File: src/rtl/mds_pkg.sv
`timescale 1ns / 1ps
// ---------------------------------------------------------------------------
// mds_pkg: shared types and constants of the duplicate suppressor
// Table geometry, field widths, register map and the result beat layout.
// ---------------------------------------------------------------------------
package mds_pkg;

   // table geometry
   localparam int SLOTS        = 32;
   localparam int SLOT_W       = $clog2(SLOTS);
   localparam int ADDR_W       = 48;
   localparam int TIME_W       = 32;
   localparam int ENTRY_W      = ADDR_W + TIME_W;
   localparam int SLOT_FIELD_W = 5;
   localparam int IDX_EXT_W    = (SLOT_W > SLOT_FIELD_W) ? SLOT_W : SLOT_FIELD_W;

   localparam logic [SLOT_W-1:0] LAST_SLOT = SLOT_W'(SLOTS - 1);

   // register map
   localparam int                  CSR_ADDR_W     = 2;
   localparam int                  CSR_DATA_W     = 32;
   localparam logic [CSR_ADDR_W-1:0] ADDR_COOLDOWN = 2'd0;
   localparam logic [TIME_W-1:0]   COOLDOWN_RESET = 32'd30000;

   // beat widths
   localparam int REQ_DATA_W = ADDR_W + TIME_W;
   localparam int RSP_DATA_W = 8;

   // result of one lookup
   typedef struct packed {
      logic                    suppressed;
      logic                    inserted;
      logic [SLOT_FIELD_W-1:0] slot_used;
   } res_type;

   // low bits of a slot index as reported on the result beat
   function automatic logic [SLOT_FIELD_W-1:0] slot_field(input logic [SLOT_W-1:0] idx);
      logic [IDX_EXT_W-1:0] ext;
      ext = IDX_EXT_W'(idx);
      return ext[SLOT_FIELD_W-1:0];
   endfunction

endpackage

File: src/rtl/mds_ram.sv
`timescale 1ns / 1ps
// ---------------------------------------------------------------------------
// mds_ram: generic single-port-write, single-port-read synchronous RAM
// One write and one registered read per cycle.
// ---------------------------------------------------------------------------
module mds_ram #(
   parameter int WIDTH = 8,
   parameter int DEPTH = 32
) (
   input  logic                     clock,
   input  logic                     wr_en,
   input  logic [$clog2(DEPTH)-1:0] wr_addr,
   input  logic [WIDTH-1:0]         wr_data,
   input  logic                     rd_en,
   input  logic [$clog2(DEPTH)-1:0] rd_addr,
   output logic [WIDTH-1:0]         rd_data
);

   logic [WIDTH-1:0] mem_ff [DEPTH];
   logic [WIDTH-1:0] rd_data_ff;

   // write port and registered read port
   always_ff @(posedge clock) begin
      if (wr_en) begin
         mem_ff[wr_addr] <= wr_data;
      end
      if (rd_en) begin
         rd_data_ff <= mem_ff[rd_addr];
      end
   end

   assign rd_data = rd_data_ff;

endmodule

File: src/rtl/mds_csr.sv
`timescale 1ns / 1ps
// ---------------------------------------------------------------------------
// mds_csr: configuration register block
// APB-style access to the cooldown window register.
// ---------------------------------------------------------------------------
module mds_csr import mds_pkg::*; (
   input  logic                  clock,
   input  logic                  reset,
   input  logic                  csr_psel,
   input  logic                  csr_penable,
   input  logic                  csr_pwrite,
   input  logic [CSR_ADDR_W-1:0] csr_paddr,
   input  logic [CSR_DATA_W-1:0] csr_pwdata,
   output logic [CSR_DATA_W-1:0] csr_prdata,
   output logic                  csr_pready,
   output logic [TIME_W-1:0]     cooldown
);

   logic [TIME_W-1:0] cooldown_ff;
   logic [TIME_W-1:0] cooldown_in;
   logic              wr_hit;

   assign csr_pready = 1'b1;
   assign wr_hit     = csr_psel & csr_penable & csr_pwrite & csr_pready
                       & (csr_paddr == ADDR_COOLDOWN);

   // register write
   always_comb begin
      cooldown_in = cooldown_ff;
      if (wr_hit) begin
         cooldown_in = csr_pwdata[TIME_W-1:0];
      end
   end

   always_ff @(posedge clock) begin
      if (reset) begin
         cooldown_ff <= COOLDOWN_RESET;
      end else begin
         cooldown_ff <= cooldown_in;
      end
   end

   // read decode
   always_comb begin
      unique case (csr_paddr)
         ADDR_COOLDOWN: csr_prdata = CSR_DATA_W'(cooldown_ff);
         default:       csr_prdata = '0;
      endcase
   end

   assign cooldown = cooldown_ff;

endmodule

File: src/rtl/mds_scan.sv
`timescale 1ns / 1ps
// ---------------------------------------------------------------------------
// mds_scan: table search and update engine
// Sweeps the entry RAM one slot a cycle, stops at the first address match,
// then decides suppress, refresh or insert and writes the entry back.
// ---------------------------------------------------------------------------
module mds_scan import mds_pkg::*; (
   input  logic              clock,
   input  logic              reset,
   input  logic              start,
   input  logic [ADDR_W-1:0] start_addr,
   input  logic [TIME_W-1:0] start_now,
   input  logic [TIME_W-1:0] cooldown,
   input  logic              out_free,
   output logic              idle,
   output logic              done,
   output res_type           result
);

   localparam logic [1:0] ST_IDLE   = 2'd0;
   localparam logic [1:0] ST_SCAN   = 2'd1;
   localparam logic [1:0] ST_DECIDE = 2'd2;

   logic [1:0]        state_ff, state_in;
   logic [ADDR_W-1:0] addr_ff, addr_in;
   logic [TIME_W-1:0] now_ff, now_in;
   logic [SLOT_W-1:0] iss_ff, iss_in;
   logic              iss_done_ff, iss_done_in;
   logic              pend_ff, pend_in;
   logic [SLOT_W-1:0] cmp_idx_ff, cmp_idx_in;
   logic              vld_rd_ff, vld_rd_in;
   logic              hit_ff, hit_in;
   logic [SLOT_W-1:0] slot_ff, slot_in;
   logic [TIME_W-1:0] time_ff, time_in;
   logic [SLOT_W-1:0] ptr_ff, ptr_in;
   logic [SLOTS-1:0]  valid_ff, valid_in;

   logic               rd_en;
   logic [ENTRY_W-1:0] rd_data;
   logic               wr_en;
   logic [ENTRY_W-1:0] wr_data;
   logic [ADDR_W-1:0]  ent_addr;
   logic [TIME_W-1:0]  ent_time;
   logic [TIME_W-1:0]  age;
   logic               supp;

   // entry store: time in the high bits, address in the low bits
   mds_ram #(
      .WIDTH (ENTRY_W),
      .DEPTH (SLOTS)
   ) u_entry_ram (
      .clock   (clock),
      .wr_en   (wr_en),
      .wr_addr (slot_ff),
      .wr_data (wr_data),
      .rd_en   (rd_en),
      .rd_addr (iss_ff),
      .rd_data (rd_data)
   );

   // a never-written slot reads as the all-zero entry
   assign ent_addr = vld_rd_ff ? rd_data[ADDR_W-1:0] : '0;
   assign ent_time = vld_rd_ff ? rd_data[ENTRY_W-1:ADDR_W] : '0;

   // wrapping age of the matched entry and cooldown check
   assign age     = now_ff - time_ff;
   assign supp    = hit_ff & (age < cooldown);
   assign wr_data = {now_ff, addr_ff};

   assign rd_en = (state_ff == ST_SCAN) & ~iss_done_ff;
   assign idle  = (state_ff == ST_IDLE);

   // sequencer
   always_comb begin
      state_in    = state_ff;
      addr_in     = addr_ff;
      now_in      = now_ff;
      iss_in      = iss_ff;
      iss_done_in = iss_done_ff;
      pend_in     = rd_en;
      cmp_idx_in  = iss_ff;
      vld_rd_in   = valid_ff[iss_ff];
      hit_in      = hit_ff;
      slot_in     = slot_ff;
      time_in     = time_ff;
      ptr_in      = ptr_ff;
      valid_in    = valid_ff;
      wr_en       = 1'b0;
      done        = 1'b0;

      unique case (state_ff)
         ST_IDLE: begin
            if (start) begin
               addr_in     = start_addr;
               now_in      = start_now;
               iss_in      = '0;
               iss_done_in = 1'b0;
               state_in    = ST_SCAN;
            end
         end
         ST_SCAN: begin
            // issue the next slot read
            if (rd_en) begin
               iss_in      = iss_ff + SLOT_W'(1);
               iss_done_in = (iss_ff == LAST_SLOT);
            end
            // compare the slot whose read was issued in the previous cycle
            if (pend_ff) begin
               if (ent_addr == addr_ff) begin
                  hit_in   = 1'b1;
                  slot_in  = cmp_idx_ff;
                  time_in  = ent_time;
                  state_in = ST_DECIDE;
               end else if (cmp_idx_ff == LAST_SLOT) begin
                  hit_in   = 1'b0;
                  slot_in  = ptr_ff;
                  state_in = ST_DECIDE;
               end
            end
         end
         ST_DECIDE: begin
            // write back once the result register can take the beat
            if (out_free) begin
               wr_en = ~supp;
               // only a slot that is actually written becomes valid
               if (~supp) begin
                  valid_in[slot_ff] = 1'b1;
               end
               if (~hit_ff) begin
                  ptr_in = (ptr_ff == LAST_SLOT) ? '0 : ptr_ff + SLOT_W'(1);
               end
               done     = 1'b1;
               state_in = ST_IDLE;
            end
         end
         default: begin
            state_in = ST_IDLE;
         end
      endcase
   end

   assign result.suppressed = supp;
   assign result.inserted   = ~hit_ff;
   assign result.slot_used  = slot_field(slot_ff);

   // control state
   always_ff @(posedge clock) begin
      if (reset) begin
         state_ff <= ST_IDLE;
         pend_ff  <= 1'b0;
         ptr_ff   <= '0;
         valid_ff <= '0;
      end else begin
         state_ff <= state_in;
         pend_ff  <= pend_in;
         ptr_ff   <= ptr_in;
         valid_ff <= valid_in;
      end
   end

   // payload state
   always_ff @(posedge clock) begin
      addr_ff     <= addr_in;
      now_ff      <= now_in;
      iss_ff      <= iss_in;
      iss_done_ff <= iss_done_in;
      cmp_idx_ff  <= cmp_idx_in;
      vld_rd_ff   <= vld_rd_in;
      hit_ff      <= hit_in;
      slot_ff     <= slot_in;
      time_ff     <= time_in;
   end

endmodule

File: src/rtl/mac_duplicate_suppressor.sv
`timescale 1ns / 1ps
// ---------------------------------------------------------------------------
// mac_duplicate_suppressor: repeat-address filter with cooldown window
// Each request beat carries a 48-bit device address and a millisecond time.
// The block looks the address up in a 32-slot table held in one RAM and
// answers with one response beat: suppressed when the address was seen less
// than cooldown_ms ago, inserted when it was new and took the round-robin
// slot, and the slot index in either case. One request is handled at a
// time: the RAM is read one slot per cycle in slot order, so a hit returns
// sooner the lower its slot and a miss only after the last slot is compared,
// plus any wait for the response side. The table reads as all zeros after
// reset, so the all-zero address first matches slot 0.
// ---------------------------------------------------------------------------
module mac_duplicate_suppressor import mds_pkg::*; (
   input  logic                  clock,
   input  logic                  reset,
   // request beat
   input  logic                  req_tvalid,
   output logic                  req_tready,
   input  logic [REQ_DATA_W-1:0] req_tdata,   // [47:0] device_address, [79:48] now_ms
   // response beat
   output logic                  rsp_tvalid,
   input  logic                  rsp_tready,
   output logic [RSP_DATA_W-1:0] rsp_tdata,   // [0] suppressed, [1] inserted,
                                              // [6:2] slot_used, [7] zero
   // configuration port
   input  logic                  csr_psel,
   input  logic                  csr_penable,
   input  logic                  csr_pwrite,
   input  logic [CSR_ADDR_W-1:0] csr_paddr,
   input  logic [CSR_DATA_W-1:0] csr_pwdata,
   output logic [CSR_DATA_W-1:0] csr_prdata,
   output logic                  csr_pready
);

   logic [TIME_W-1:0] cooldown;
   logic              scan_idle;
   logic              scan_done;
   res_type           scan_res;
   logic              out_free;
   logic              req_beat;

   logic              rsp_valid_ff, rsp_valid_in;
   res_type           rsp_res_ff, rsp_res_in;

   // configuration registers
   mds_csr u_csr (
      .clock       (clock),
      .reset       (reset),
      .csr_psel    (csr_psel),
      .csr_penable (csr_penable),
      .csr_pwrite  (csr_pwrite),
      .csr_paddr   (csr_paddr),
      .csr_pwdata  (csr_pwdata),
      .csr_prdata  (csr_prdata),
      .csr_pready  (csr_pready),
      .cooldown    (cooldown)
   );

   assign req_tready = scan_idle;
   assign req_beat   = req_tvalid & req_tready;
   assign out_free   = ~rsp_valid_ff | rsp_tready;

   // table search engine
   mds_scan u_scan (
      .clock      (clock),
      .reset      (reset),
      .start      (req_beat),
      .start_addr (req_tdata[ADDR_W-1:0]),
      .start_now  (req_tdata[REQ_DATA_W-1:ADDR_W]),
      .cooldown   (cooldown),
      .out_free   (out_free),
      .idle       (scan_idle),
      .done       (scan_done),
      .result     (scan_res)
   );

   // response register
   always_comb begin
      rsp_valid_in = rsp_valid_ff;
      rsp_res_in   = rsp_res_ff;
      if (rsp_valid_ff & rsp_tready) begin
         rsp_valid_in = 1'b0;
      end
      if (scan_done) begin
         rsp_valid_in = 1'b1;
         rsp_res_in   = scan_res;
      end
   end

   always_ff @(posedge clock) begin
      if (reset) begin
         rsp_valid_ff <= 1'b0;
      end else begin
         rsp_valid_ff <= rsp_valid_in;
      end
   end

   always_ff @(posedge clock) begin
      rsp_res_ff <= rsp_res_in;
   end

   assign rsp_tvalid = rsp_valid_ff;
   assign rsp_tdata  = {1'b0, rsp_res_ff.slot_used, rsp_res_ff.inserted,
                        rsp_res_ff.suppressed};

`ifndef SYNTH
   // one lookup in flight: no new request right after one is taken
   a_one_in_flight: assert property (@(posedge clock) disable iff (reset)
      req_beat |=> ~req_tready)
      else $error("request accepted while a lookup is in progress");

   // a finished lookup never overwrites a pending response
   a_no_overrun: assert property (@(posedge clock) disable iff (reset)
      scan_done |-> out_free)
      else $error("response register overwritten");

   // a response is never both suppressed and inserted
   a_exclusive: assert property (@(posedge clock) disable iff (reset)
      rsp_tvalid |-> ~(rsp_res_ff.suppressed & rsp_res_ff.inserted))
      else $error("suppressed and inserted both set");

   // a cooldown write takes effect on the next cycle
   a_cfg_write: assert property (@(posedge clock) disable iff (reset)
      (csr_psel & csr_penable & csr_pwrite & (csr_paddr == ADDR_COOLDOWN))
      |=> (cooldown == $past(csr_pwdata[TIME_W-1:0])))
      else $error("cooldown register not updated");
`endif

endmodule

File: config.mk
export PLATFORM = sky130hd
export DESIGN_NAME = mac_duplicate_suppressor
export DESIGN_NICKNAME = d
export VERILOG_FILES = /design/src/rtl/mds_pkg.sv /design/src/rtl/mds_ram.sv /design/src/rtl/mds_csr.sv /design/src/rtl/mds_scan.sv /design/src/rtl/mac_duplicate_suppressor.sv
export SDC_FILE = /design/constraint.sdc
export NUM_CORES = 2
export LEC_CHECK = 0
export BUFFER_PORTS_ARGS = -buffer_cell sky130_fd_sc_hd__clkbuf_2
export CAP_MARGIN = 20
export CORE_MARGIN = 3
export CORE_UTILIZATION = 45
export DETAILED_ROUTE_END_ITERATION = 10
export GPL_ROUTABILITY_DRIVEN = 0
export PLACE_DENSITY_LB_ADDON = 0.15
export SETUP_SLACK_MARGIN = 0.2
export SKIP_CTS_REPAIR_TIMING = 1
export SYNTH_ARGS = -nofsm -noshare
export SYNTH_HDL_FRONTEND = slang
export SYNTH_SLANG_ARGS = --single-unit
File: constraint.sdc
create_clock -name clock -period 22.3 [get_ports clock]
set_input_delay 3.345 -clock clock [delete_from_list [all_inputs] [get_ports clock]]
set_output_delay 3.345 -clock clock [all_outputs]
set_load 0.05 [all_outputs]
-- After elaboration in Yosys (flattened, before gate mapping)
Memories as Yosys holds them, arrays and structs flattened. A register that Yosys moved wholly into a read port is not among the register bits.
Index checks and enable logic that the tools add are counted.
- input port bits: 121
- register bits after elaboration: 210
- word-level logic and storage cells: 93
- output and inout port bits: 43
- bits in writable memories: 2560
- memories: 1
- bitwise gates (word level): 13
- magnitude comparators: 4
- equal/unequal tests: 11
- reduce and logical (&&, ||, !) cells: 13
- add/sub/neg operators: 3
- multiplexer cells: 30
- memory list (name ; words ; width ; read ports ; clocked after Yosys merged registers in ; write ports ; RTL line ; source):
    u_scan.u_entry_ram.mem_ff ; 32 ; 80 ; 1 ; 1 ; 1 ; mds_ram.sv:19 ; logic [WIDTH-1:0] mem_ff [DEPTH];
- operator list (cell ; count):
    $eq A48 B48 Y1 ; 1
    $mux W48 ; 1
    $lt A32 B32 Y1 ; 1
    $mux W32 ; 1
    $or A32 B32 Y32 ; 1
    $sub A32 B32 Y32 ; 1
    $mux W5 ; 5
    $eq A5 B5 Y1 const B ; 3
    $reduce_and A3 Y1 ; 5
    $mux W1 ; 13
    $lt A5 B6 Y1 const B ; 2
    $add A5 B1 Y5 const B ; 2
    $mux W2 ; 5
    $pmux W5 S2 ; 1
    $and A1 B1 Y1 ; 7
    $ne A2 B1 Y1 const B ; 3
    $pmux W2 S3 ; 1
    $reduce_bool A2 Y1 ; 3
    $bmux W1 S5 ; 1
    $demux W1 S5 ; 1
    $ge A5 B1 Y1 const B ; 1
    $logic_not A2 Y1 ; 2
    $not A1 Y1 ; 4
    $reduce_and A4 Y1 ; 1
    other kinds (8) ; 8

-- Longest topological paths before layout
- word-level depth: 8
- mapped depth: 20
- gate-level depth less buffers: 19

-- By module
A second synthesis with hierarchy kept.
- cells, all modules: 5798
- area total of the unflattened synthesis: 111286.7 um2
- modules (own cells, without submodules) (module ; instances ; area an instance (um2) ; cells each ; seq. area each (um2)):
    mds_ram ; 1 ; 99698.1 ; 4682 ; 79276.0
    mds_scan ; 1 ; 9638.0 ; 924 ; 4644.5
    mds_csr ; 1 ; 1676.6 ; 178 ; 640.6
    mac_duplicate_suppressor ; 1 ; 274.0 ; 14 ; 230.2

-- Worst setup path before layout
OpenSTA, ideal clock, no wires.
- path type: input -> register
- start: input port rsp_tready
- end: memory u_scan.u_entry_ram.mem_ff[23][0] (netlist name), enable pin
- setup time: 718 ps
- arrival time: 11729 ps
- stages on the path: 5
- buffers on the path: 0
- required time: 21582 ps
- path slack: 9853 ps
- cell sequence: nand2b_1 -> nand2_1 -> inv_1 -> nand3_1 -> nor4_1
- longest elaborated chain between the ends: 5
- ends and longest elaborated chain (element ; RTL line ; source):
    from (decl) ; mac_duplicate_suppressor.sv:23 ; input logic rsp_tready,
    $or A1 B1 Y1 ; mac_duplicate_suppressor.sv:62 ; assign out_free = ~rsp_valid_ff | rsp_tready;
    $mux W1 ; mds_scan.sv:123 ; if (out_free) begin
    $mux W1 ; mds_scan.sv:91 ; unique case (state_ff)
    $mux W1 ; mds_ram.sv:24 ; if (wr_en) begin
    $mux W1 (implied by the code) ; mds_ram.sv:25 ; mem_ff[wr_addr] <= wr_data;
    to (decl) ; mds_ram.sv:19 ;
Every way passes these cells.

-- Final worst setup path
- start: input port csr_paddr[1]
- end: output port csr_prdata[24]
- longest elaborated chain between the ends: 2
- ends and longest elaborated chain (element ; RTL line ; source):
    from (decl) ; mac_duplicate_suppressor.sv:30 ; input logic [CSR_ADDR_W-1:0] csr_paddr,
    $logic_not A2 Y1 ; mds_csr.sv:45 ; unique case (csr_paddr)
    $mux W32 ; mds_csr.sv:45 ;
    to (decl) ; mac_duplicate_suppressor.sv:32 ; output logic [CSR_DATA_W-1:0] csr_prdata,
Every way passes these cells.

==> reports/qor.yml <==
rsz0062_at_grt: "no"
async_flop_share_pct: 0
p_per_area_mw_per_mm2: 103.8
dp_hpwl_mm: 153.2
area.growth.synth_to_final_pct: 13.74
drv_slew: 0
ys_top_cells_by_area: "edfxtp_1, mux4_2, mux2i_1"
die_w_um: 502.1
via_per_inst: 6.059
seq_area_frac_synth_pct: 76.55
period_share_pct: 34.71
setup_ws_ps: 14560
grt_start_max_net_pins: 131
critPathRequiredTime_ps: 18950
power_leakage_uw: 0.04049
seqPwrFrac_pct: 46.4
cap_violations: 0
cts_made_buffers: 315
core_area_mm2: 0.2441
crit_arrival_ps: 4400
drt-met1-wl_mm: 126.1
yosysWarnings: 0
outcome: "complete, no violations"
synth_area_mm2: 0.1108
grt_antenna_before_repair: 16
whs_ps: 456.7
dp.cells: 8598
peakVddDrop_v: 0.00007302
finish.net_count: 5905
cts_tree: "yes"
port_buffers: 161
slew_headroom_pct: 23.59
highest_layer: "met5"
finalPower_uw: 13070
postRouteAntennaNets: 0
clockBufferDepth: 4
period_needed_ps: 7741
hold_viol_final: 0
syn-mean-instance-area_um2: 20.82
drc: 0
drt_iter0_drc: 6287
postSynthCellCount: 5320
p_clk_share_pct: 37.9
dr_total_vias: 55460
fillCellCount: 19310
synth_edf_count: 2771
htreeDepth: 5
multi_input_area_mm2: 0.02463
yosysTopAreaCell: "edfxtp_1"
switchingPower_uw: 3284
critPathLaunchType: "primary input"
die_y_um: 502.1
pre_cts_ws_ps: 14530
clk_pin_slew_ps: 60
clock_latency_ps: 940
finalNonFillerCells: 9153
grt_overflow: 0
end_kind: "output port"
pwr-share-comb_pct: 15.7
grt_usage_pct: 23.21
swShare_pct: 25.12
syn_nets: 5508
crit_fanout: 32
synth-seq-cells: 2850
skew_ps: 70.61
ff_latch_area_mm2: 0.08480
finalSetupViolCount: 0
rows: 181
tns_ps: 0
max_freq_mhz: 129.2
pin_count: 164
wl_met2_mm: 138.3
initial_core_util_pct: 45.37
cts_root_buffer: "clkbuf_16"
wire_per_inst_um: 32.03
postRouteWirelength_mm: 293.1
drive_above_1_share_pct: 24.51
wl_met3_mm: 21.29
ys.flop_type: "edfxtp_1"
die-area_mm2: 0.2521
timing_worst_slew_pin_value_ps: 1146
holdCritPathClass: "flop to flop"
crit_type: "primary input to output port"
first_global_vias: 55470
dr.pass1.iters: 6
synth_top_area_share_pct: 75.13
cts_sinks: 2850
internal_power_uw: 9787
grt_pass1_wl_mm: 415.8
yosysUniqueCellTypes: 72
==> cells in the final DEF, fill, tap and decap left out, drive strengths merged, types with 38 or more instances in the layout <==
master,netlist,final
mux4,630,630
ha,66,66
clkbuf,139,562
a21oi,100,100
nor2,89,89
buf,138,196
edfxtp,2771,2771
inv,77,81
nand2,259,259
nor3,68,68
mux2i,217,217
dfxtp,79,79
clkinv,1,110
o22ai,57,57
o21ai,114,114
o221ai,140,140
and2,38,38
==> worst max-delay path, stage by stage <==
cell and delay [ps]:
clkbuf_2 330, nor3_1 370, clkbuf_2 340
==> state kept, by name (all words and copies together) (netlist names), 2 cells and up <==
| name | cells |
|---|---|
| rsp_tdata | 7 |
| u_csr.cooldown | 32 |
| u_scan.addr_ff | 48 |
| u_scan.cmp_idx_ff | 5 |
| u_scan.cmp_idx_in | 5 |
| u_scan.now_ff | 32 |
| u_scan.ptr_ff | 5 |
| u_scan.slot_ff | 5 |
| u_scan.state_ff | 2 |
| u_scan.time_ff | 32 |
| u_scan.u_entry_ram.mem_ff | 2560 |
| u_scan.u_entry_ram.rd_data | 80 |
| u_scan.valid_ff | 32 |
==> path summary, 6_finish.rpt <==
check	start	end	slack (ps)	cells past startpoint
max	csr_paddr[1]	csr_prdata[24]	14560	3
min	u_csr.cooldown[31]	u_csr.cooldown[31]	460	2
max reg2reg	u_scan.now_ff[8]	u_scan.u_entry_ram.mem_ff[11][4]	15270	15
min reg2reg	u_csr.cooldown[31]	u_csr.cooldown[31]	460	2
==> power groups by stage <==
stage | clock (uW) | combinational (uW) | sequential [uW]
after floorplan | 0 | 1390 | 6200
after global placement | 0 | 2080 | 6180
after detailed placement | 0 | 2080 | 6180
after CTS | 5050 | 2090 | 6070
after global routing | 5260 | 2200 | 6070
final | 4950 | 2050 | 6070
==> cells by family after synthesis <==
group	Yosys count	synth area share (%)
multiplexers	861	14.93
XOR/XNOR	50	0.3954
AO/OA/AOI/OAI	551	3.460
other	2	0.006781
adder cells (fa/ha/maj)	67	0.7637
flip-flops	2850	76.55
buffers and inverters	355	1.406
AND/OR/NAND/NOR	584	2.482
==> per-stage QoR <==
stage / util (%) / cell area (um^2)
5_1_grt: 51.60 / 126000
3_5_place_dp: 47.60 / 116200
6_report: 51.60 / 126000
2_1_floorplan: - / 110800
3_3_place_gp: 47.60 / 116200
4_1_cts: 51.57 / 125900
==> layer usage <==
metal	vias to the layer above	GRT usage, %
met3	431	4.202
met1	29880	33.83
met5	-	0
li1	22980	-
met2	2163	36.35
met4	4	6.103
==> cells in the mapped netlist, types with 5 or more instances <==
| cell type | count |
|---|---|
| a211o_1 | 10 |
| a211oi_1 | 22 |
| a21o_1 | 23 |
| a21oi_1 | 100 |
| a22oi_1 | 5 |
| a31oi_1 | 7 |
| and2_1 | 38 |
| and3_1 | 13 |
| buf_1 | 34 |
| buf_2 | 71 |
| buf_4 | 31 |
| clkbuf_1 | 139 |
| dfxtp_1 | 79 |
| edfxtp_1 | 2771 |
| ha_1 | 66 |
| inv_1 | 76 |
| mux2_2 | 9 |
| mux2_4 | 5 |
| mux2i_1 | 217 |
| mux4_2 | 630 |
| nand2_1 | 259 |
| nand2b_1 | 11 |
| nand3_1 | 29 |
| nand3b_1 | 5 |
| nand4_1 | 9 |
| nand4b_1 | 15 |
| nor2_1 | 89 |
| nor2b_1 | 14 |
| nor3_1 | 67 |
| nor4_1 | 11 |
| o21ai_0 | 47 |
| o21ai_1 | 67 |
| o21ba_1 | 29 |
| o221ai_1 | 140 |
| o22ai_1 | 57 |
| o31ai_1 | 10 |
| or3_1 | 6 |
| xnor2_1 | 29 |
| xor2_1 | 21 |
==> layout make-up <==
type | count | share of cell area, %
multi-input combinational | 2115 | 19.55
clock inverter | 147 | 1.062
antenna | 3 | 0.005959
timing repair buffer | 357 | 2.011
clock buffer | 401 | 6.639
inverter | 78 | 0.2423
sequential | 2850 | 67.31
tap | 3202 | 3.180
No activity file was read; power rests on OpenSTA's default activity.
